## config.mk

```make
export PLATFORM = sky130hd
export DESIGN_NAME = ppst_phase
export DESIGN_NICKNAME = d
export VERILOG_FILES = /design/src/rtl/ppst_pkg.sv /design/src/rtl/ppst_phase.sv
export SDC_FILE = /design/constraint.sdc
export NUM_CORES = 1
export LEC_CHECK = 0
export BUFFER_PORTS_ARGS = -buffer_cell sky130_fd_sc_hd__clkbuf_2
export CORE_MARGIN = 5
export CORE_UTILIZATION = 55
export CTS_CLUSTER_SIZE = 10
export DETAILED_ROUTE_END_ITERATION = 6
export PLACE_DENSITY = 0.95
export SLEW_MARGIN = 15
export SYNTH_ARGS = -nofsm -noshare
export SYNTH_HDL_FRONTEND = slang
export SYNTH_SLANG_ARGS = --single-unit
```

## constraint.sdc

```tcl
create_clock -name clock -period 11.2 [get_ports clock]
set_input_delay 0.56 -clock clock [delete_from_list [all_inputs] [get_ports clock]]
set_output_delay 0.56 -clock clock [all_outputs]
set_load 0.02 [all_outputs]
```

## src/rtl/ppst_pkg.sv

```systemverilog
// Shared types, widths and constants for the phase, scale and threshold core.
`timescale 1ns / 1ps
`default_nettype none

package ppst_pkg;

   localparam int SAMPLE_W  = 24;
   localparam int IDX_W     = 16;
   localparam int SCALE_W   = 25;
   localparam int THRESH_W  = 48;
   localparam int CSR_DATA_W = 64;
   localparam int CSR_ADDR_W = 4;

   // Index bits that take part in the phase and pass through to the result.
   localparam int INDEX_BITS = 16;
   localparam logic [IDX_W-1:0] IDX_MASK = IDX_W'((64'd1 << INDEX_BITS) - 64'd1);

   localparam logic signed [SAMPLE_W-1:0] MAX_POS = {1'b0, {(SAMPLE_W-1){1'b1}}};
   localparam logic signed [SAMPLE_W-1:0] MIN_NEG = {1'b1, {(SAMPLE_W-1){1'b0}}};

   localparam logic [SCALE_W-1:0]  SCALE_RESET  = SCALE_W'(1) << (SCALE_W - 1);
   localparam logic [THRESH_W-1:0] THRESH_RESET = '0;

   // Register index, taken from the 8-byte word address.
   localparam logic REG_SCALE     = 1'b0;
   localparam logic REG_THRESHOLD = 1'b1;

   typedef struct packed {
      logic signed [SAMPLE_W-1:0] sample_re;
      logic signed [SAMPLE_W-1:0] sample_im;
      logic [IDX_W-1:0]           row_x;
      logic [IDX_W-1:0]           col_z;
      logic                       last_item;
   } req_type;

   typedef struct packed {
      logic                       keep;
      logic [IDX_W-1:0]           out_x;
      logic [IDX_W-1:0]           out_z;
      logic signed [SAMPLE_W-1:0] coeff_re;
      logic signed [SAMPLE_W-1:0] coeff_im;
      logic                       last_out;
   } rsp_type;

   // Coefficient in flight between stages.
   typedef struct packed {
      logic signed [SAMPLE_W-1:0] re;
      logic signed [SAMPLE_W-1:0] im;
      logic [IDX_W-1:0]           x;
      logic [IDX_W-1:0]           z;
      logic                       last;
   } item_type;

endpackage

`default_nettype wire

```

## src/rtl/ppst_phase.sv

```systemverilog
// Stage 1: index mask, popcount of x AND z modulo 4, and phase rotation.
`timescale 1ns / 1ps
`default_nettype none

module ppst_phase (
   input  wire logic               clock,
   input  wire logic               reset,
   input  wire logic               in_valid,
   output logic                    in_ready,
   input  wire ppst_pkg::req_type  in_data,
   output logic                    out_valid,
   input  wire logic               out_ready,
   output ppst_pkg::item_type      out_data
);

   function automatic logic signed [ppst_pkg::SAMPLE_W-1:0] sat_neg(
      input logic signed [ppst_pkg::SAMPLE_W-1:0] v
   );
      logic signed [ppst_pkg::SAMPLE_W-1:0] r;
      r = (v == ppst_pkg::MIN_NEG) ? ppst_pkg::MAX_POS : -v;
      return r;
   endfunction

   logic                  valid_ff, valid_in;
   ppst_pkg::item_type    data_ff, data_in;
   logic                  stage_en;
   logic [ppst_pkg::IDX_W-1:0] x_m, z_m;
   logic [1:0]            k;

   assign stage_en = !valid_ff || out_ready;
   assign in_ready = stage_en;
   assign valid_in = stage_en ? in_valid : valid_ff;

   assign x_m = in_data.row_x & ppst_pkg::IDX_MASK;
   assign z_m = in_data.col_z & ppst_pkg::IDX_MASK;
   assign k   = 2'($countones(x_m & z_m));

   always_comb begin
      data_in.x    = x_m;
      data_in.z    = z_m;
      data_in.last = in_data.last_item;
      unique case (k)
         2'd0: begin
            data_in.re = in_data.sample_re;
            data_in.im = in_data.sample_im;
         end
         2'd1: begin
            data_in.re = in_data.sample_im;
            data_in.im = sat_neg(in_data.sample_re);
         end
         2'd2: begin
            data_in.re = sat_neg(in_data.sample_re);
            data_in.im = sat_neg(in_data.sample_im);
         end
         default: begin
            data_in.re = sat_neg(in_data.sample_im);
            data_in.im = in_data.sample_re;
         end
      endcase
   end

   always_ff @(posedge clock) begin
      if (reset) begin
         valid_ff <= 1'b0;
      end else begin
         valid_ff <= valid_in;
      end
   end

   always_ff @(posedge clock) begin
      if (stage_en) begin
         data_ff <= data_in;
      end
   end

   assign out_valid = valid_ff;
   assign out_data  = data_ff;

endmodule

`default_nettype wire

```

==> flow_metrics.env <==
export IMPL_synth_edf_count=81
export IMPL_h_tree_depth=3
export IMPL_slew_headroom=0.272
export IMPL_num_rows=36
export IMPL_fmax_mhz=187
export IMPL_grt_start_max_net_pins=84
export IMPL_antenna_left=0
export IMPL_leakage_nw=2.54
export IMPL_worstPathArrival_ps=5440
export IMPL_async_reset_ff_frac=0
export IMPL_cp_required_ps=11300
export IMPL_vias_per_cell=6.44
export IMPL_antenna_found_initial=0
export IMPL_timing_hold_ws_ps=349
export IMPL_syn_area_sq_mm=0.00535
export IMPL_cts_tree="done"
export IMPL_synthFlopType="edfxtp_1"
export IMPL_path_max_fanout=65
export IMPL_start_kind="input pin"
export IMPL_root_buffer="clkbuf_8"
export IMPL_grt_pass1_vias=4863
export IMPL_layoutNonFillerInstCount=818
export IMPL_drc=0
export IMPL_ys_ff_latch=82
export IMPL_ys_seq_area_frac=0.458
export IMPL_finalHoldViolCount=0
export IMPL_finalMaxSlewViolations=0
export IMPL_cts_sinks=82
export IMPL_clock_path_buffers=2
export IMPL_drive_gt1_frac=0.307
export IMPL_grt_overflow=0
export IMPL_status="completed"
export IMPL_cap_violations=0
export IMPL_cts_buffers=9
export IMPL_cts_clk_slew_worst_paths_ps=90
export IMPL_antenna_cells=0
export IMPL_final_area_sq_mm=0.00640
export IMPL_hpwlAfterDp_microns=11900
export IMPL_period_share=0.477
export IMPL_fin_setup_tns_ps=0
export IMPL_nets=775
export IMPL_firstDrtPassIters=6
export IMPL_drt_iter0_markers=516
export IMPL_drt_wl_total_microns=16100
export IMPL_yosys_warnings=0
export IMPL_clock_skew_ps=7.55
export IMPL_grt_pass1_wl_microns=24600
export IMPL_wl_per_cell_microns=19.7
export IMPL_cts_resized=0
export IMPL_placed_cell_area_sq_mm=0.00620
export IMPL_cp_end_kind="flop"
export IMPL_die_area_sq_mm=0.0118
export IMPL_gp_congestion=0.923
export IMPL_vdd_drop_max_uv=254
export IMPL_worst_pin_slew_ps=1090
export IMPL_port_buffers=167
export IMPL_coreArea_sq_mm=0.00964
export IMPL_postCtsSetupBuffers=0
export IMPL_vias=5270
export IMPL_hold_buffers=0
export IMPL_hp_class="input pin to flop"
export IMPL_area_delta_synth_final_pct=19.6
export IMPL_grt_use_total=0.268
export IMPL_finalCriticalPeriod_ps=5340
export IMPL_ios=168
export IMPL_clock_latency_ps=360
export IMPL_synth_nets=635
export IMPL_floorplan_initialDensity=0.555
export IMPL_synth_cell_type_count=74
export IMPL_finalCoreUtilization=0.664
export IMPL_netlist_instances=540
export IMPL_avgSynthCellArea_sq_um=9.91
export IMPL_setup_viol=0
export IMPL_power_density_mw_per_mm2=319
export IMPL_chipHeight_microns=109
export IMPL_place_inst=802
export IMPL_die_x_microns=109
export IMPL_path_class="input pin to flop"
export IMPL_rsz0062_at_grt="no"
through the flow:
stage               power (mW)  worst slack [ps]
detailed placement        1.80              5500
finish                    2.04              5860
global placement          1.76              5670
CTS                       2.03              5880
global route              2.17              5610
floorplan                 1.47              6490
critical path: stages:
cell and delay [ps]:
clkbuf_2 90, and2_1 170, fa_1 530, inv_1 50, fa_1 540, inv_1 60
fa_1 510, fa_1 500, ha_1 240, xnor2_1 150, xnor2_1 590, xor2_4 180
buf_4 540, nand2_1 310, o221ai_1 310, o31ai_1 110
cell type report:
cell class                 instances  area, sq um
tap                              133          166
multi-input combinational        402         2660
clock buffer                       9          124
timing repair buffer             171          866
clock inverter                     7         76.3
sequential                        82         2450
fill                             779         3240
inverter                          14         52.6
per-layer routing:
layer	track usage	up-vias	wire length (microns)
li1	-	2399	-
met1	0.343	2486	6230
met2	0.442	350	7610
met3	0.0628	35	1860
met4	0.102	0	423
met5	0	-	0
cell families after synthesis:
| logic type | count (synthesis) | synth area share |
|---|---|---|
| AO/OA/AOI/OAI | 203 | 0.246 |
| AND/OR/NAND/NOR | 177 | 0.192 |
| flip-flops | 82 | 0.458 |
| buffers and inverters | 56 | 0.0505 |
| XOR/XNOR | 10 | 0.0164 |
| adder cells (fa/ha/maj) | 10 | 0.0332 |
| multiplexers | 2 | 0.00397 |
flip-flops by register name, summed over array words and instances, names as in the netlist:
signal and count:
out_data 81, out_valid 1
power by group:
group	switching, mW	internal [mW]
Combinational	0.836	0.434
Sequential	0.0337	0.516
Clock	0.115	0.105
Total	0.985	1.05
worst paths after layout:
check                                 start      endpoint  slack (ps)  cells past startpoint
worst max-delay path            in_data[17]  out_data[60]        5860                     16
worst min-delay path                  reset     out_valid         350                      2
worst min register to register    out_valid  out_data[11]        1320                      1
worst max register to register    out_valid   out_data[6]        9650                      1
cell usage in the layout (no fill, tap or decap), types with 11 or more instances in the layout:
cell	netlist	routed
a21oi_1	49	49
a31oi_1	12	12
and2_1	13	13
clkbuf_2	0	167
edfxtp_1	81	81
inv_1	14	14
nand2_1	36	36
nand3_1	16	16
nor2_1	27	27
nor3_1	11	11
o21ai_0	29	29
o21ai_1	20	20
o221ai_1	18	18
o22ai_1	15	15
or3_1	14	14
synth_stat cells (all sizes together), types with 14 or more instances:
cell type | count | area share
a21oi | 50 | 0.047
buf | 25 | 0.029
edfxtp | 81 | 0.45
o21ai | 49 | 0.046
clkbuf | 17 | 0.012
o221ai | 18 | 0.029
nand2 | 37 | 0.026
nor2 | 28 | 0.020
nand3 | 17 | 0.017
or3 | 15 | 0.018
inv | 14 | 0.0098
o22ai | 15 | 0.018
(Power assumes the default switching activity.)
