File: src/rtl/ppst_pkg.sv
// Shared types, widths and constants for the phase, scale and threshold core.
`timescale 1ns / 1ps
`default_nettype none

package ppst_pkg;

   localparam int SAMPLE_W  = 24;
   localparam int IDX_W     = 16;
   localparam int SCALE_W   = 25;
   localparam int THRESH_W  = 48;
   localparam int CSR_DATA_W = 64;
   localparam int CSR_ADDR_W = 4;

   // Index bits that take part in the phase and pass through to the result.
   localparam int INDEX_BITS = 16;
   localparam logic [IDX_W-1:0] IDX_MASK = IDX_W'((64'd1 << INDEX_BITS) - 64'd1);

   localparam logic signed [SAMPLE_W-1:0] MAX_POS = {1'b0, {(SAMPLE_W-1){1'b1}}};
   localparam logic signed [SAMPLE_W-1:0] MIN_NEG = {1'b1, {(SAMPLE_W-1){1'b0}}};

   localparam logic [SCALE_W-1:0]  SCALE_RESET  = SCALE_W'(1) << (SCALE_W - 1);
   localparam logic [THRESH_W-1:0] THRESH_RESET = '0;

   // Register index, taken from the 8-byte word address.
   localparam logic REG_SCALE     = 1'b0;
   localparam logic REG_THRESHOLD = 1'b1;

   typedef struct packed {
      logic signed [SAMPLE_W-1:0] sample_re;
      logic signed [SAMPLE_W-1:0] sample_im;
      logic [IDX_W-1:0]           row_x;
      logic [IDX_W-1:0]           col_z;
      logic                       last_item;
   } req_type;

   typedef struct packed {
      logic                       keep;
      logic [IDX_W-1:0]           out_x;
      logic [IDX_W-1:0]           out_z;
      logic signed [SAMPLE_W-1:0] coeff_re;
      logic signed [SAMPLE_W-1:0] coeff_im;
      logic                       last_out;
   } rsp_type;

   // Coefficient in flight between stages.
   typedef struct packed {
      logic signed [SAMPLE_W-1:0] re;
      logic signed [SAMPLE_W-1:0] im;
      logic [IDX_W-1:0]           x;
      logic [IDX_W-1:0]           z;
      logic                       last;
   } item_type;

endpackage

`default_nettype wire

File: src/rtl/ppst_mag.sv
// Stages 4 and 5: square both parts, sum and compare against the threshold.
`timescale 1ns / 1ps
`default_nettype none

module ppst_mag (
   input  wire logic                           clock,
   input  wire logic                           reset,
   input  wire logic [ppst_pkg::THRESH_W-1:0]  threshold_sq,
   input  wire logic                           in_valid,
   output logic                                in_ready,
   input  wire ppst_pkg::item_type             in_data,
   output logic                                out_valid,
   input  wire logic                           out_ready,
   output ppst_pkg::rsp_type                   out_data
);

   localparam int SQ_W = 2 * ppst_pkg::SAMPLE_W;
   localparam int MAG_W = SQ_W - 1;

   logic                       v4_ff, v4_in;
   logic [MAG_W-1:0]           sqr_ff, sqi_ff;
   logic signed [SQ_W-1:0]     sqr_full, sqi_full;
   ppst_pkg::item_type         d4_ff;
   logic                       en4;

   logic                       v5_ff, v5_in;
   ppst_pkg::rsp_type          d5_ff, d5_in;
   logic                       en5;
   logic [ppst_pkg::THRESH_W-1:0] mag;

   assign en5      = !v5_ff || out_ready;
   assign en4      = !v4_ff || en5;
   assign in_ready = en4;
   assign v4_in    = en4 ? in_valid : v4_ff;
   assign v5_in    = en5 ? v4_ff : v5_ff;

   // Squares are non-negative and at most 2^46.
   assign sqr_full = in_data.re * in_data.re;
   assign sqi_full = in_data.im * in_data.im;

   assign mag = ppst_pkg::THRESH_W'(sqr_ff) + ppst_pkg::THRESH_W'(sqi_ff);

   always_comb begin
      d5_in.keep     = mag > threshold_sq;
      d5_in.out_x    = d4_ff.x;
      d5_in.out_z    = d4_ff.z;
      d5_in.coeff_re = d4_ff.re;
      d5_in.coeff_im = d4_ff.im;
      d5_in.last_out = d4_ff.last;
   end

   always_ff @(posedge clock) begin
      if (reset) begin
         v4_ff <= 1'b0;
         v5_ff <= 1'b0;
      end else begin
         v4_ff <= v4_in;
         v5_ff <= v5_in;
      end
   end

   always_ff @(posedge clock) begin
      if (en4) begin
         sqr_ff <= sqr_full[MAG_W-1:0];
         sqi_ff <= sqi_full[MAG_W-1:0];
         d4_ff  <= in_data;
      end
      if (en5) begin
         d5_ff <= d5_in;
      end
   end

   assign out_valid = v5_ff;
   assign out_data  = d5_ff;

endmodule

`default_nettype wire

File: config.mk
export PLATFORM = sky130hd
export DESIGN_NAME = ppst_mag
export DESIGN_NICKNAME = d
export VERILOG_FILES = /design/src/rtl/ppst_pkg.sv /design/src/rtl/ppst_mag.sv
export SDC_FILE = /design/constraint.sdc
export NUM_CORES = 2
export LEC_CHECK = 0
export BUFFER_PORTS_ARGS = -buffer_cell sky130_fd_sc_hd__buf_4
export CAP_MARGIN = 20
export CORE_ASPECT_RATIO = 1.5
export CORE_UTILIZATION = 40
export CTS_CLUSTER_DIAMETER = 50
export DETAILED_ROUTE_END_ITERATION = 10
export SYNTH_ARGS = -nofsm -noshare
export SYNTH_HDL_FRONTEND = slang
export SYNTH_SLANG_ARGS = --single-unit
export TNS_END_PERCENT = 50
File: constraint.sdc
create_clock -name clock -period 7.26 [get_ports clock]
set_input_delay 0.363 -clock clock [delete_from_list [all_inputs] [get_ports clock]]
set_output_delay 0.363 -clock clock [all_outputs]
set_load 0.01 [all_outputs]
==> results.yml <==
run_status:
  outcome: "finished clean"
synth:
  synth-compound-area-share_pct: 5.143
  synth_seq_area_share_pct: 15.91
  syn-cell-area_um2: 48000
  synth_edf_count: 253
  synth_nets: 6229
  async_flop_share_pct: 0
  synth_xor_area_share_pct: 2.828
  yosys.area_share.simple_pct: 8.827
  synth_top_family_by_area: "adder cells"
  ys.flop_type: "edfxtp_1"
  synthMuxAreaShare_pct: 0.1277
  yosys.cell_types.count: 73
  synthAdderAreaFrac_pct: 55.48
  synth_seq_cells: 255
  synth.avg_cell_area_um2: 10.38
  syn_inst: 4624
  ys.warnings.count: 0
finish:
  area_delta_synth_final_pct: 13.38
  final_common_cell: "inv_1"
  finish.utilization_pct: 45.70
  fillCellCount: 11380
  nNetsFinal: 6600
  final_layout_size_suffix_gt1_share_pct: 9.952
  diodes: 0
  layout_common_cells: "1,385 x inv_1, 1,094 x fa_1, 397 x nand2_1"
  seqCellArea_um2: 7637
  multiInputGateArea_um2: 34810
die:
  die_h_um: 426.2
  die_area_um2: 121400
  core_um2: 119100
  ios: 217
  fp.dieW_um: 284.8
  start_util_pct: 40.31
  rows: 155
worst_setup_path:
  critical_path_class: "in2reg"
  start_kind: "input pin"
  worstPathMaxFanout: 9
  cp_data_arrival_time_ns: 7.40
  worst_ep_required_time_ns: 7.61
  end_kind: "flop"
global_route:
  grt_overflow: 0
  gr-usage-met2_pct: 40.36
  antenna_found_initial: 1
  busiest_layer: "met2"
  met1_usage_pct: 22.77
  grt_pass1_wl_mm: 195.8
  grt_start_max_net_pins: 96
  grt_pass1_vias: 36580
  use_met3_pct: 2.169
  grt.total_usage_pct: 21.01
drt:
  drc: 0
  vias: 31660
  vias_per_cell: 4.801
  routedWlPerCell_um: 18.33
  drt_iter0_markers: 1070
  ant_nets: 0
  drt-total-wl_mm: 120.9
  firstDrtPassIters: 5
clock_network:
  cts-htree-levels: 2
  path_clk_slew_ns: 0.06
  cts_tree: "yes"
  root_buffer: "clkbuf_16"
  clock_latency_ns: 0.62
  cts_made_buffers: 38
  max-clock-path-buffers: 3
  clock-sinks: 255
run:
  maxCapViolCount: 0
place:
  io_buffers: 216
  gp_congestion: 0.9363
  dp_slack_ns: -0.008024
  place_hpwl_mm: 104.3
timing:
  relSlewSlack_pct: 36.39
  holdWs_ns: 0.07561
  drv_slew: 0
  setup_tns_ns: 0
  setup_violations: 0
  setup_ws_ns: 0.2096
  fin_crit_sh_pct: 97.11
  fin_skew_ns: 0.02100
  fmax_mhz: 141.8
  tightest_slew_ns: 0.9542
  hold_viol_final: 0
  min_period_ns: 7.050
hold_path:
  hold_path.class: "in2reg"
==> stage by stage <==
step                std cells  cell area, µm²
CTS                      6592           54350
finish                   6594           54420
global placement         6486           52640
detailed placement       6486           52640
floorplan                4624           48000
global route             6594           54420
==> critical path, cell delays in order <==
cell	delay [ns]
dlygate4sd3_1	0.52
buf_4	0.16
buf_4	0.21
nand2_1	0.10
fa_1	0.50
inv_1	0.09
fa_1	0.47
fa_1	0.52
inv_1	0.08
fa_1	0.52
inv_1	0.06
fa_1	0.44
fa_1	0.52
inv_1	0.05
fa_1	0.49
inv_1	0.05
ha_1	0.28
a21oi_1	0.19
o21ai_0	0.15
a21oi_2	0.18
a31oi_1	0.10
a31o_2	0.25
o31a_1	0.29
o22a_1	0.24
a21o_1	0.20
a31o_2	0.24
xnor2_1	0.12
==> final cells by class <==
cell class,count,share of cell area [%]
Clock buffer,39,1.754
Clock inverter,30,0.7128
Inverter,1386,9.565
Multi-Input combinational cell,2876,63.97
Sequential cell,255,14.03
Tap cell,1570,3.610
Timing Repair Buffer,438,6.350
==> state kept, by name (all words and copies together) (netlist names) <==
name / cells
out_valid: 1
out_data: 82
d4_ff: 79
sqi_ff: 46
v4_ff: 1
sqr_ff: 46
==> path summary, 6_finish.rpt <==
path	startpoint	endpoint	slack (ns)	depth (start not counted)
setup / recovery	in_data[64]	sqr_ff[46]	0.21	27
hold / removal	in_data[65]	d4_ff[65]	0.08	1
setup reg to reg	sqr_ff[9]	out_data[81]	1.98	19
hold reg to reg	d4_ff[73]	out_data[41]	0.42	0
==> what timing repair did <==
item,in CTS,in global routing
buffers inserted,0,2
hold endpoints to repair,37,0
hold buffers,37,0
setup endpoints to repair,0,8
gates resized for setup,0,13
==> Yosys cell counts (7+ instances only) <==
master	count	area share, %
inv_1	1386	11
fa_1	1094	46
nand2_1	399	3.1
ha_1	378	9.9
edfxtp_1	253	16
and2_1	203	2.6
xnor2_1	110	2.0
clkbuf_1	107	0.84
nor2_1	106	0.83
a21o_1	86	1.3
a21oi_1	86	0.90
nor2b_1	51	0.66
o21ai_0	48	0.50
xor2_1	45	0.82
nand2b_1	28	0.36
o21a_1	27	0.42
nor3_1	26	0.27
nand3_1	23	0.24
nand4_1	17	0.22
a31oi_1	16	0.21
and3_1	14	0.18
o211ai_1	11	0.17
o21bai_1	10	0.16
a21boi_0	7	0.11
==> kinds of logic (layout without fill, tap and decap cells) <==
| logic type | count (synthesis) | after routing |
|---|---|---|
| AO/OA/AOI/OAI | 358 | 358 |
| XOR/XNOR | 155 | 155 |
| adder cells (fa/ha/maj) | 1472 | 1472 |
| buffers and inverters | 1493 | 1893 |
| flip-flops | 255 | 255 |
| multiplexers | 6 | 6 |
| AND/OR/NAND/NOR | 885 | 885 |
==> per-layer routing <==
metal	wire, µm	part of all wire [%]	vias to the layer above
met1	43830	36	16320
met3	3589	3.0	244
met4	6668	5.5	0
met5	0	0	-
li1	-	-	14480
met2	66780	55	615
Power is left out: the tool's default activity adds up to more than one toggle a clock period on the data nets, which glitch-free logic cannot reach.
