**config.mk**
```make
export PLATFORM = sky130hd
export DESIGN_NAME = ppst_csr
export DESIGN_NICKNAME = d
export VERILOG_FILES = /design/src/rtl/ppst_pkg.sv /design/src/rtl/ppst_csr.sv
export SDC_FILE = /design/constraint.sdc
export NUM_CORES = 1
export LEC_CHECK = 0
export BUFFER_PORTS_ARGS = -buffer_cell sky130_fd_sc_hd__buf_2
export CAP_MARGIN = 10
export CORE_MARGIN = 4
export CORE_UTILIZATION = 44
export CTS_CLUSTER_SIZE = 40
export DETAILED_ROUTE_END_ITERATION = 7
export PLACE_DENSITY = 0.88
export SKIP_LAST_GASP = 1
export SLEW_MARGIN = 10
export SYNTH_ARGS = -nofsm -noshare
export SYNTH_HDL_FRONTEND = slang
export SYNTH_SLANG_ARGS = --single-unit
```
**constraint.sdc**
```tcl
create_clock -name clock -period 1.41 [get_ports clock]
set_clock_uncertainty 0.2 [all_clocks]
set_input_delay 0 -clock clock [delete_from_list [all_inputs] [get_ports clock]]
set_output_delay 0 -clock clock [all_outputs]
set_load 0.02 [all_outputs]
```
**src/rtl/ppst_pkg.sv**
```systemverilog
// Shared types, widths and constants for the phase, scale and threshold core.
`timescale 1ns / 1ps
`default_nettype none

package ppst_pkg;

   localparam int SAMPLE_W  = 24;
   localparam int IDX_W     = 16;
   localparam int SCALE_W   = 25;
   localparam int THRESH_W  = 48;
   localparam int CSR_DATA_W = 64;
   localparam int CSR_ADDR_W = 4;

   // Index bits that take part in the phase and pass through to the result.
   localparam int INDEX_BITS = 16;
   localparam logic [IDX_W-1:0] IDX_MASK = IDX_W'((64'd1 << INDEX_BITS) - 64'd1);

   localparam logic signed [SAMPLE_W-1:0] MAX_POS = {1'b0, {(SAMPLE_W-1){1'b1}}};
   localparam logic signed [SAMPLE_W-1:0] MIN_NEG = {1'b1, {(SAMPLE_W-1){1'b0}}};

   localparam logic [SCALE_W-1:0]  SCALE_RESET  = SCALE_W'(1) << (SCALE_W - 1);
   localparam logic [THRESH_W-1:0] THRESH_RESET = '0;

   // Register index, taken from the 8-byte word address.
   localparam logic REG_SCALE     = 1'b0;
   localparam logic REG_THRESHOLD = 1'b1;

   typedef struct packed {
      logic signed [SAMPLE_W-1:0] sample_re;
      logic signed [SAMPLE_W-1:0] sample_im;
      logic [IDX_W-1:0]           row_x;
      logic [IDX_W-1:0]           col_z;
      logic                       last_item;
   } req_type;

   typedef struct packed {
      logic                       keep;
      logic [IDX_W-1:0]           out_x;
      logic [IDX_W-1:0]           out_z;
      logic signed [SAMPLE_W-1:0] coeff_re;
      logic signed [SAMPLE_W-1:0] coeff_im;
      logic                       last_out;
   } rsp_type;

   // Coefficient in flight between stages.
   typedef struct packed {
      logic signed [SAMPLE_W-1:0] re;
      logic signed [SAMPLE_W-1:0] im;
      logic [IDX_W-1:0]           x;
      logic [IDX_W-1:0]           z;
      logic                       last;
   } item_type;

endpackage

`default_nettype wire

```
**src/rtl/ppst_csr.sv**
```systemverilog
// Configuration registers behind the APB-style port.
`timescale 1ns / 1ps
`default_nettype none

module ppst_csr (
   input  wire logic                               clock,
   input  wire logic                               reset,
   input  wire logic                               csr_psel,
   input  wire logic                               csr_penable,
   input  wire logic                               csr_pwrite,
   input  wire logic [ppst_pkg::CSR_ADDR_W-1:0]    csr_paddr,
   input  wire logic [ppst_pkg::CSR_DATA_W-1:0]    csr_pwdata,
   output logic [ppst_pkg::CSR_DATA_W-1:0]         csr_prdata,
   output logic                                    csr_pready,
   output logic [ppst_pkg::SCALE_W-1:0]            scale,
   output logic [ppst_pkg::THRESH_W-1:0]           threshold_sq
);

   logic [ppst_pkg::SCALE_W-1:0]  scale_ff, scale_in;
   logic [ppst_pkg::THRESH_W-1:0] thresh_ff, thresh_in;
   logic                          wr_en;
   logic                          reg_sel;

   assign wr_en   = csr_psel && csr_penable && csr_pwrite;
   assign reg_sel = csr_paddr[3];

   always_comb begin
      scale_in  = scale_ff;
      thresh_in = thresh_ff;
      if (wr_en) begin
         unique case (reg_sel)
            ppst_pkg::REG_SCALE:     scale_in  = csr_pwdata[ppst_pkg::SCALE_W-1:0];
            ppst_pkg::REG_THRESHOLD: thresh_in = csr_pwdata[ppst_pkg::THRESH_W-1:0];
            default:                 scale_in  = scale_ff;
         endcase
      end
   end

   always_ff @(posedge clock) begin
      if (reset) begin
         scale_ff  <= ppst_pkg::SCALE_RESET;
         thresh_ff <= ppst_pkg::THRESH_RESET;
      end else begin
         scale_ff  <= scale_in;
         thresh_ff <= thresh_in;
      end
   end

   always_comb begin
      unique case (reg_sel)
         ppst_pkg::REG_SCALE:     csr_prdata = ppst_pkg::CSR_DATA_W'(scale_ff);
         ppst_pkg::REG_THRESHOLD: csr_prdata = ppst_pkg::CSR_DATA_W'(thresh_ff);
         default:                 csr_prdata = '0;
      endcase
   end

   assign csr_pready   = 1'b1;
   assign scale        = scale_ff;
   assign threshold_sq = thresh_ff;

endmodule

`default_nettype wire

```
==> summary.md, run 1 <==
| Metric | Value |
|---|---|
| Worst EP arrival | `1.40 ns` |
| DRC violations left | `0` |
| CP max-delay cell | `dlygate4sd3_1` |
| Worst vdd ir | `0.536 mV` |
| Distinct cells, synth | `16` |
| Switch Pwr | `1140 uW` |
| Most frequent cell after synthesis | `nand2b_1` |
| Clk pin slew, worst setup/hold paths | `0.07 ns` |
| Top post-synthesis cells by count | `nand2b_1 (120), dfxtp_1 (73), mux2i_1 (73), mux2_2 (25), and2_1 (23)` |
| Global-route wire length before repair | `16.0 mm` |
| Core ar. | `0.00822 mm2` |
| Antenna diode count | `0` |
| Routed len/inst | `14.7 um` |
| Setup crit start kind | `flop` |
| Mean post-synth cell area | `10.1 um2` |
| Clock sink count | `73` |
| Area occupied by multi-input gates | `0.00202 mm2` |
| TritonCTS buffer count | `9` |
| Via Count | `3280` |
| Synth async-reset ratio | `0` |
| Highest clock rate | `0.753 GHz` |
| Violated checks | `negative hold slack` |
| Placed inst area | `0.00459 mm2` |
| Logic pwr share | `0.152` |
| Row count | `33` |
| Area Overhead vs Synth | `43.5%` |
| Initial antenna violation count | `0` |
| Max-slew violations | `0` |
| Clk root buf | `clkbuf_8` |
| Setup slack, reg-to-reg | `0.08 ns` |
| Ports | `211` |
| Die Y | `99.8 um` |
| Final period utilization | `0.942` |
| RSZ-0062 raised after global routing | `false` |
| Grt total ovfl | `0` |
| Detail Route Antenna Nets | `0` |
| Post-synth top area cell | `dfxtp_1` |
| CP cell instances | `nand2b_1 > mux2i_1 > dlygate4sd3_1` |
| Post-Syn Area | `0.00371 mm2` |
| CP Class | `reg2reg` |
| CP Max Fanout | `3` |
| Sequential power share | `0.467` |
| GPL Wtd Cong | `0.749` |
| WP data required | `1.49 ns` |
| Total track usage | `0.199` |
| Switch share | `0.248` |
| Leak Pwr | `0.00267 uW` |
| Via-to-Cell Ratio | `4.76` |
| Seq/Total Area, Yosys | `0.394` |
| Top_reg_cell synth | `dfxtp_1` |
| I/O Buffers | `174` |
| DIE WIDTH | `99.8 um` |
| Worst min path class | `in2reg` |
| Post-CTS setup repair buffer count | `0` |
| Total wire length | `10.1 mm` |
| Worst path max stage delay | `0.55 ns` |
| Max-cap viol count | `0` |
| Hold Worst Slack | `-0.0155 ns` |
| Yosys reg bits | `73` |
| Detailed Place HPWL | `6.53 mm` |
| Top cell type's share of synthesized area | `0.394` |
| Outcome | `finished with violations` |
| Post-Syn Instances | `366` |
| Drt pass-1 iters | `4` |
| Final min period | `1.33 ns` |
| Warnings, synthesis | `0` |
| Die footprint | `0.00996 mm2` |
| CTS tree | `yes` |
| Int Pwr | `3440 uW` |
| TNS Setup | `0 ns` |
| Clock Latency Late Sink | `0.34 ns` |
| DR iter-0 viols | `91` |
| Initial core utilization | `0.451` |
| Max H-tree Level | `3` |
| Post-route cell area | `0.00532 mm2` |
| Vias in the first global route | `3329` |
| Post-synth EDFFs | `0` |
| Top cells by area, synth | `dfxtp_1 (39%), nand2b_1 (20%), mux2i_1 (20%)` |
| PD cells | `861 mW/mm2` |
| Clk pwr share | `0.380` |
| Setup Viol. Count Final | `0` |
| Clk buf depth | `2` |
| Layout cell share with drive strength beyond 1 | `0.380` |
| Largest net degree at the start of global routing | `123` |
| Hold Violations, Final | `1` |
| CP Capture Type | `flop` |
| Number of fill cells in the layout | `641` |
| Register area | `0.00146 mm2` |
| Nets@finish | `653` |
-- cells in the final DEF (no fill, tap or decap), types with 2 or more instances in the layout --
| cell type | synthesis | final |
|---|---|---|
| dlygate4sd3_1 | 0 | 52 |
| nand2b_1 | 120 | 120 |
| clkbuf_8 | 0 | 9 |
| mux2_2 | 25 | 25 |
| conb_1 | 2 | 17 |
| dfxtp_1 | 73 | 72 |
| buf_12 | 1 | 5 |
| and2_1 | 23 | 23 |
| buf_2 | 4 | 174 |
| bufinv_16 | 0 | 2 |
| mux2i_1 | 73 | 73 |
| nor2_1 | 2 | 2 |
-- layout make-up --
class / count / area share
Multi-Input combinational cell: 264 / 0.379
Timing Repair Buffer: 232 / 0.282
Sequential cell: 73 / 0.275
Tap cell: 105 / 0.0247
Clock buffer: 10 / 0.0240
Clock inverter: 5 / 0.0153
-- flip-flops by register name (all words and copies together) (netlist names) --
signal        flops
threshold_sq     48
scale            25
-- cells by family (layout without fill, tap and decap cells) --
logic type	count (synthesis)	after routing	share of synthesized area
buffers and inverters	44	247	0.0766
DFF	73	73	0.394
muxes	98	98	0.273
other	2	17	0.00203
and+or+nand+nor	149	149	0.254
-- final timing paths --
| path | startpoint | end | cells past startpoint |
|---|---|---|---|
| worst max-delay path | threshold_sq[24] | threshold_sq[24] | 3 |
| worst min-delay path | reset | scale[24] | 4 |
| worst max register to register | threshold_sq[24] | threshold_sq[24] | 3 |
| worst min register to register | threshold_sq[30] | threshold_sq[30] | 2 |
-- metal layers --
layer / share of wire / vias to the layer above / global-route usage
li1: - / 1580 / -
met1: 0.39 / 1513 / 0.226
met2: 0.49 / 154 / 0.346
met3: 0.086 / 33 / 0.0466
met4: 0.034 / 0 / 0.101
met5: 0 / - / 0
-- worst max-delay path, delay by kind of cell (launching register included) --
kind          cells  cell delay (ns)
simple gates      1             0.05
flops             1             0.35
mux               1             0.11
buf+inv           1             0.55
-- stage by stage --
step | hold slack (ns) | std cells | setup slack (ns) | total power, uW | utilization
after global routing | 0.0502 | 689 | 0.0191 | 4790 | 0.648
after detailed placement | 0.0729 | 622 | 0.190 | 2770 | 0.559
after floorplan | -0.0447 | 381 | 0.335 | 2600 | -
after CTS | 0.0135 | 689 | 0.0659 | 4630 | 0.647
final | -0.0155 | 689 | 0.0819 | 4580 | 0.648
after global placement | 0.0645 | 622 | 0.247 | 2750 | 0.559
-- power groups by stage --
stage / sequential (uW) / clock, uW / combinational, uW
after detailed placement: 2190 / 0 / 579
after global placement: 2180 / 0 / 568
after global routing: 2150 / 1890 / 751
final: 2140 / 1740 / 698
after floorplan: 2240 / 0 / 367
after CTS: 2140 / 1800 / 691
-- what timing repair did --
| action | 4_1_cts | 5_1_grt |
|---|---|---|
| hold buffers | 52 | 0 |
| resized for setup | 0 | 1 |
| hold endpoints to repair | 73 | 0 |
| endpoints found under the setup margin | 0 | 1 |
Note: power is estimated with default switching activity, not from simulation.
==> run 2: changes to the inputs <==
--- a/config.mk
+++ b/config.mk
@@ -7,13 +7,15 @@
 export LEC_CHECK = 0
 export BUFFER_PORTS_ARGS = -buffer_cell sky130_fd_sc_hd__buf_2
 export CAP_MARGIN = 10
+export CORE_ASPECT_RATIO = 1.4
 export CORE_MARGIN = 4
-export CORE_UTILIZATION = 44
+export CORE_UTILIZATION = 46
+export CTS_BUF_LIST = sky130_fd_sc_hd__clkbuf_4
 export CTS_CLUSTER_SIZE = 40
 export DETAILED_ROUTE_END_ITERATION = 7
-export PLACE_DENSITY = 0.88
+export PLACE_DENSITY = 0.91
 export SKIP_LAST_GASP = 1
-export SLEW_MARGIN = 10
+export SLEW_MARGIN = 20
 export SYNTH_ARGS = -nofsm -noshare
 export SYNTH_HDL_FRONTEND = slang
 export SYNTH_SLANG_ARGS = --single-unit
==> run 2 against run 1 <==
The flow finishes with violations (negative setup slack). Wire length increased by 28%. Sequential power about the same. Non-clock buffer count increased by 40. Die area decreased by 3.8%. First-iteration DRC count increased by 130%. Core utilization increased by 9.6 points. Worst setup slack got worse by 0.12 ns.
==> summary.md, run 2 (synthesis gave the netlist of run 1 again) <==
| Metric | Value |
|---|---|
| Die footprint | `0.00958 mm2 (-3.8%)` |
| Outcome | `finished with violations` |
| I/O Buffers | `174 (unchanged)` |
| Worst setup startpoint | `threshold_sq[21]` |
| Largest net degree at the start of global routing | `122 (-0.81%)` |
| Die Y | `114 um (+14%)` |
| Setup slack, reg-to-reg | `-0.04 ns (-0.12 ns)` |
| Final min period | `1.45 ns (+0.118 ns)` |
| Clock Latency Late Sink | `0.42 ns (+0.08 ns)` |
| Total track usage | `0.238 (+0.0399)` |
| PD cells | `771 mW/mm2 (-10%)` |
| Nets@finish | `693 (+6.1%)` |
| Worst path max stage delay | `0.57 ns (+0.02 ns)` |
| Switch Pwr | `1200 uW (+5.6%)` |
| Area Overhead vs Synth | `56.4%` |
| Clk buf depth | `2 (unchanged)` |
| TritonCTS buffer count | `9 (unchanged)` |
| Layout cell share with drive strength beyond 1 | `0.494 (+0.114)` |
| Max H-tree Level | `3 (unchanged)` |
| DRC violations left | `0 (unchanged)` |
| Max-slew violations | `0 (unchanged)` |
| CP Class | `reg2reg` |
| Max-cap viol count | `0 (unchanged)` |
| Number of fill cells in the layout | `465 (-27%)` |
| Drt pass-1 iters | `5 (+1)` |
| Clk pin slew, worst setup/hold paths | `0.13 ns (+0.06 ns)` |
| DIE WIDTH | `83.9 um (-16%)` |
| Clk root buf | `clkbuf_4` |
| Total wire length | `13.0 mm (+28%)` |
| Ports | `211 (unchanged)` |
| Row count | `38 (+15%)` |
| CP bufs+invs | `1 (unchanged)` |
| Via-to-Cell Ratio | `5.04 (+6.0%)` |
| Design Power | `4470 uW (-2.4%)` |
| CP max-delay cell | `dlygate4sd3_1` |
| Worst min path class | `in2reg` |
| Vias in the first global route | `3739 (+12%)` |
| GPL Wtd Cong | `0.756 (+0.89%)` |
| Switch share | `0.269 (+0.0202)` |
| Most frequent cells in the layout | `buf_2 (151), nand2b_1 (120), mux2i_1 (73)` |
| Clk pwr share | `0.341 (-0.039)` |
| Worst EP arrival | `1.62 ns (+0.22 ns)` |
| WP data required | `1.59 ns (+0.10 ns)` |
| Setup crit start kind | `flop` |
| Worst hold path endpoint | `threshold_sq[7]` |
| Final worst slack | `-0.0357 ns (-0.118 ns)` |
| Grt total ovfl | `0 (unchanged)` |
| Worst hold stages | `4 (unchanged)` |
| CP Max Fanout | `3 (unchanged)` |
| Setup Viol. Count Final | `1 (+1)` |
| Detailed Place HPWL | `6.52 mm (-0.18%)` |
| Leak Pwr | `0.00292 uW (+9.3%)` |
| CP Capture Type | `flop` |
| Routed len/inst | `17.9 um (+22%)` |
| Initial core utilization | `0.475 (+0.0243)` |
| Hold Worst Slack | `0.0398 ns (+0.0552 ns)` |
| Worst Hold Launch | `reset` |
| Core ar. | `0.00780 mm2 (-5.1%)` |
| Initial antenna violation count | `0 (unchanged)` |
| Reg2reg end | `threshold_sq[21]` |
| Hold Violations, Final | `0 (-1)` |
| Clock sink count | `73 (unchanged)` |
| Logic pwr share | `0.179 (+0.027)` |
| Max reg flops | `48 (unchanged)` |
| Reg-to-Reg Start | `threshold_sq[21]` |
| Worst R2R Path Depth | `3 (unchanged)` |
| Global-route wire length before repair | `18.4 mm (+15%)` |
| Violated checks | `negative setup slack` |
| DR iter-0 viols | `206 (+130%)` |
| Antenna diode count | `0 (unchanged)` |
| Worst vdd ir | `0.547 mV (+2.2%)` |
| CTS tree | `yes` |
| Leading cell type in the layout, fill and taps excluded | `buf_2` |
| CP cell instances | `nand2b_1 > mux2i_1 > dlygate4sd3_1` |
| Sequential power share | `0.480 (+0.013)` |
| Highest clock rate | `0.692 GHz (-8.1%)` |
| Delay-heaviest family, CP | `buffers and inverters` |
| Detail Route Antenna Nets | `0 (unchanged)` |
| RSZ-0062 raised after global routing | `true` |
| Via Count | `3657 (+11%)` |
| Final period utilization | `1.03 (+0.0834)` |
| Int Pwr | `3270 uW (-5.0%)` |
run 2: changes by cell type in the layout (fill, tap and decap cells not counted), moves of 10 or more:
cell | before | now
buf_6 | 0 | 23
dfxtp_1 | 72 | 23
mux2_2 | 25 | 15
dfxtp_2 | 1 | 49
mux2_4 | 0 | 10
clkbuf_4 | 0 | 11
buf_2 | 174 | 151
buf_4 | 1 | 39
run 2: power by group through the flow:
stage               registers (uW)  clock network [uW]  logic (uW)
CTS                           2140                1550         727
global route                  2150                1610         843
floorplan                     2240                   0         367
finish                        2150                1530         798
detailed placement            2190                   0         575
global placement              2180                   0         560
run 2: through the flow:
stage	TNS [ns]	instances	cell area, um2	setup slack (ns)	util
finish	-0.0357	725	5800	-0.0357	0.744
global route	-0.312	725	5800	-0.102	0.744
CTS	-0.0115	715	5580	-0.0107	0.715
detailed placement	0	620	4580	0.167	0.588
global placement	0	620	4580	0.198	0.588
floorplan	0	381	3760	0.335	-
run 2: cell type report:
cell class | instances | area [um2] | area share
timing repair buffer | 272 | 1930 | 0.332
multi-input combinational | 264 | 2060 | 0.355
sequential | 73 | 1530 | 0.263
tap | 100 | 125 | 0.0216
clock inverter | 5 | 80.1 | 0.0138
clock buffer | 11 | 82.6 | 0.0142
run 2: layer usage:
| metal | track usage | vias to the layer above | wire [um] |
|---|---|---|---|
| li1 | - | 1662 | - |
| met1 | 0.255 | 1713 | 4730 |
| met2 | 0.434 | 237 | 6680 |
| met3 | 0.0468 | 45 | 1110 |
| met4 | 0.135 | 0 | 494 |
| met5 | 0 | - | 0 |
run 2: repair_timing:
item / CTS / global route
endpoints found under the hold margin: 73 / 0
hold buffers: 56 / 0
pin swaps: 0 / 0
setup buffers: 23 / 10
resized for setup: 53 / 54
setup endpoints to repair: 22 / 24
run 2: worst max-delay path by stage:
stage                             to  slack, ns  cells after the start
global placement      csr_prdata[10]       0.20                      4
global route        threshold_sq[21]      -0.10                      3
detailed placement     csr_prdata[8]       0.17                      4
finish              threshold_sq[21]      -0.04                      3
floorplan                  scale[10]       0.34                      5
CTS                    csr_prdata[8]      -0.01                      2
run 2: tightest hold or removal path, delay by kind of cell:
family / cells / cell delay, ns
buf+inv: 2 / 0.34
mux: 1 / 0.11
simple gates: 1 / 0.18
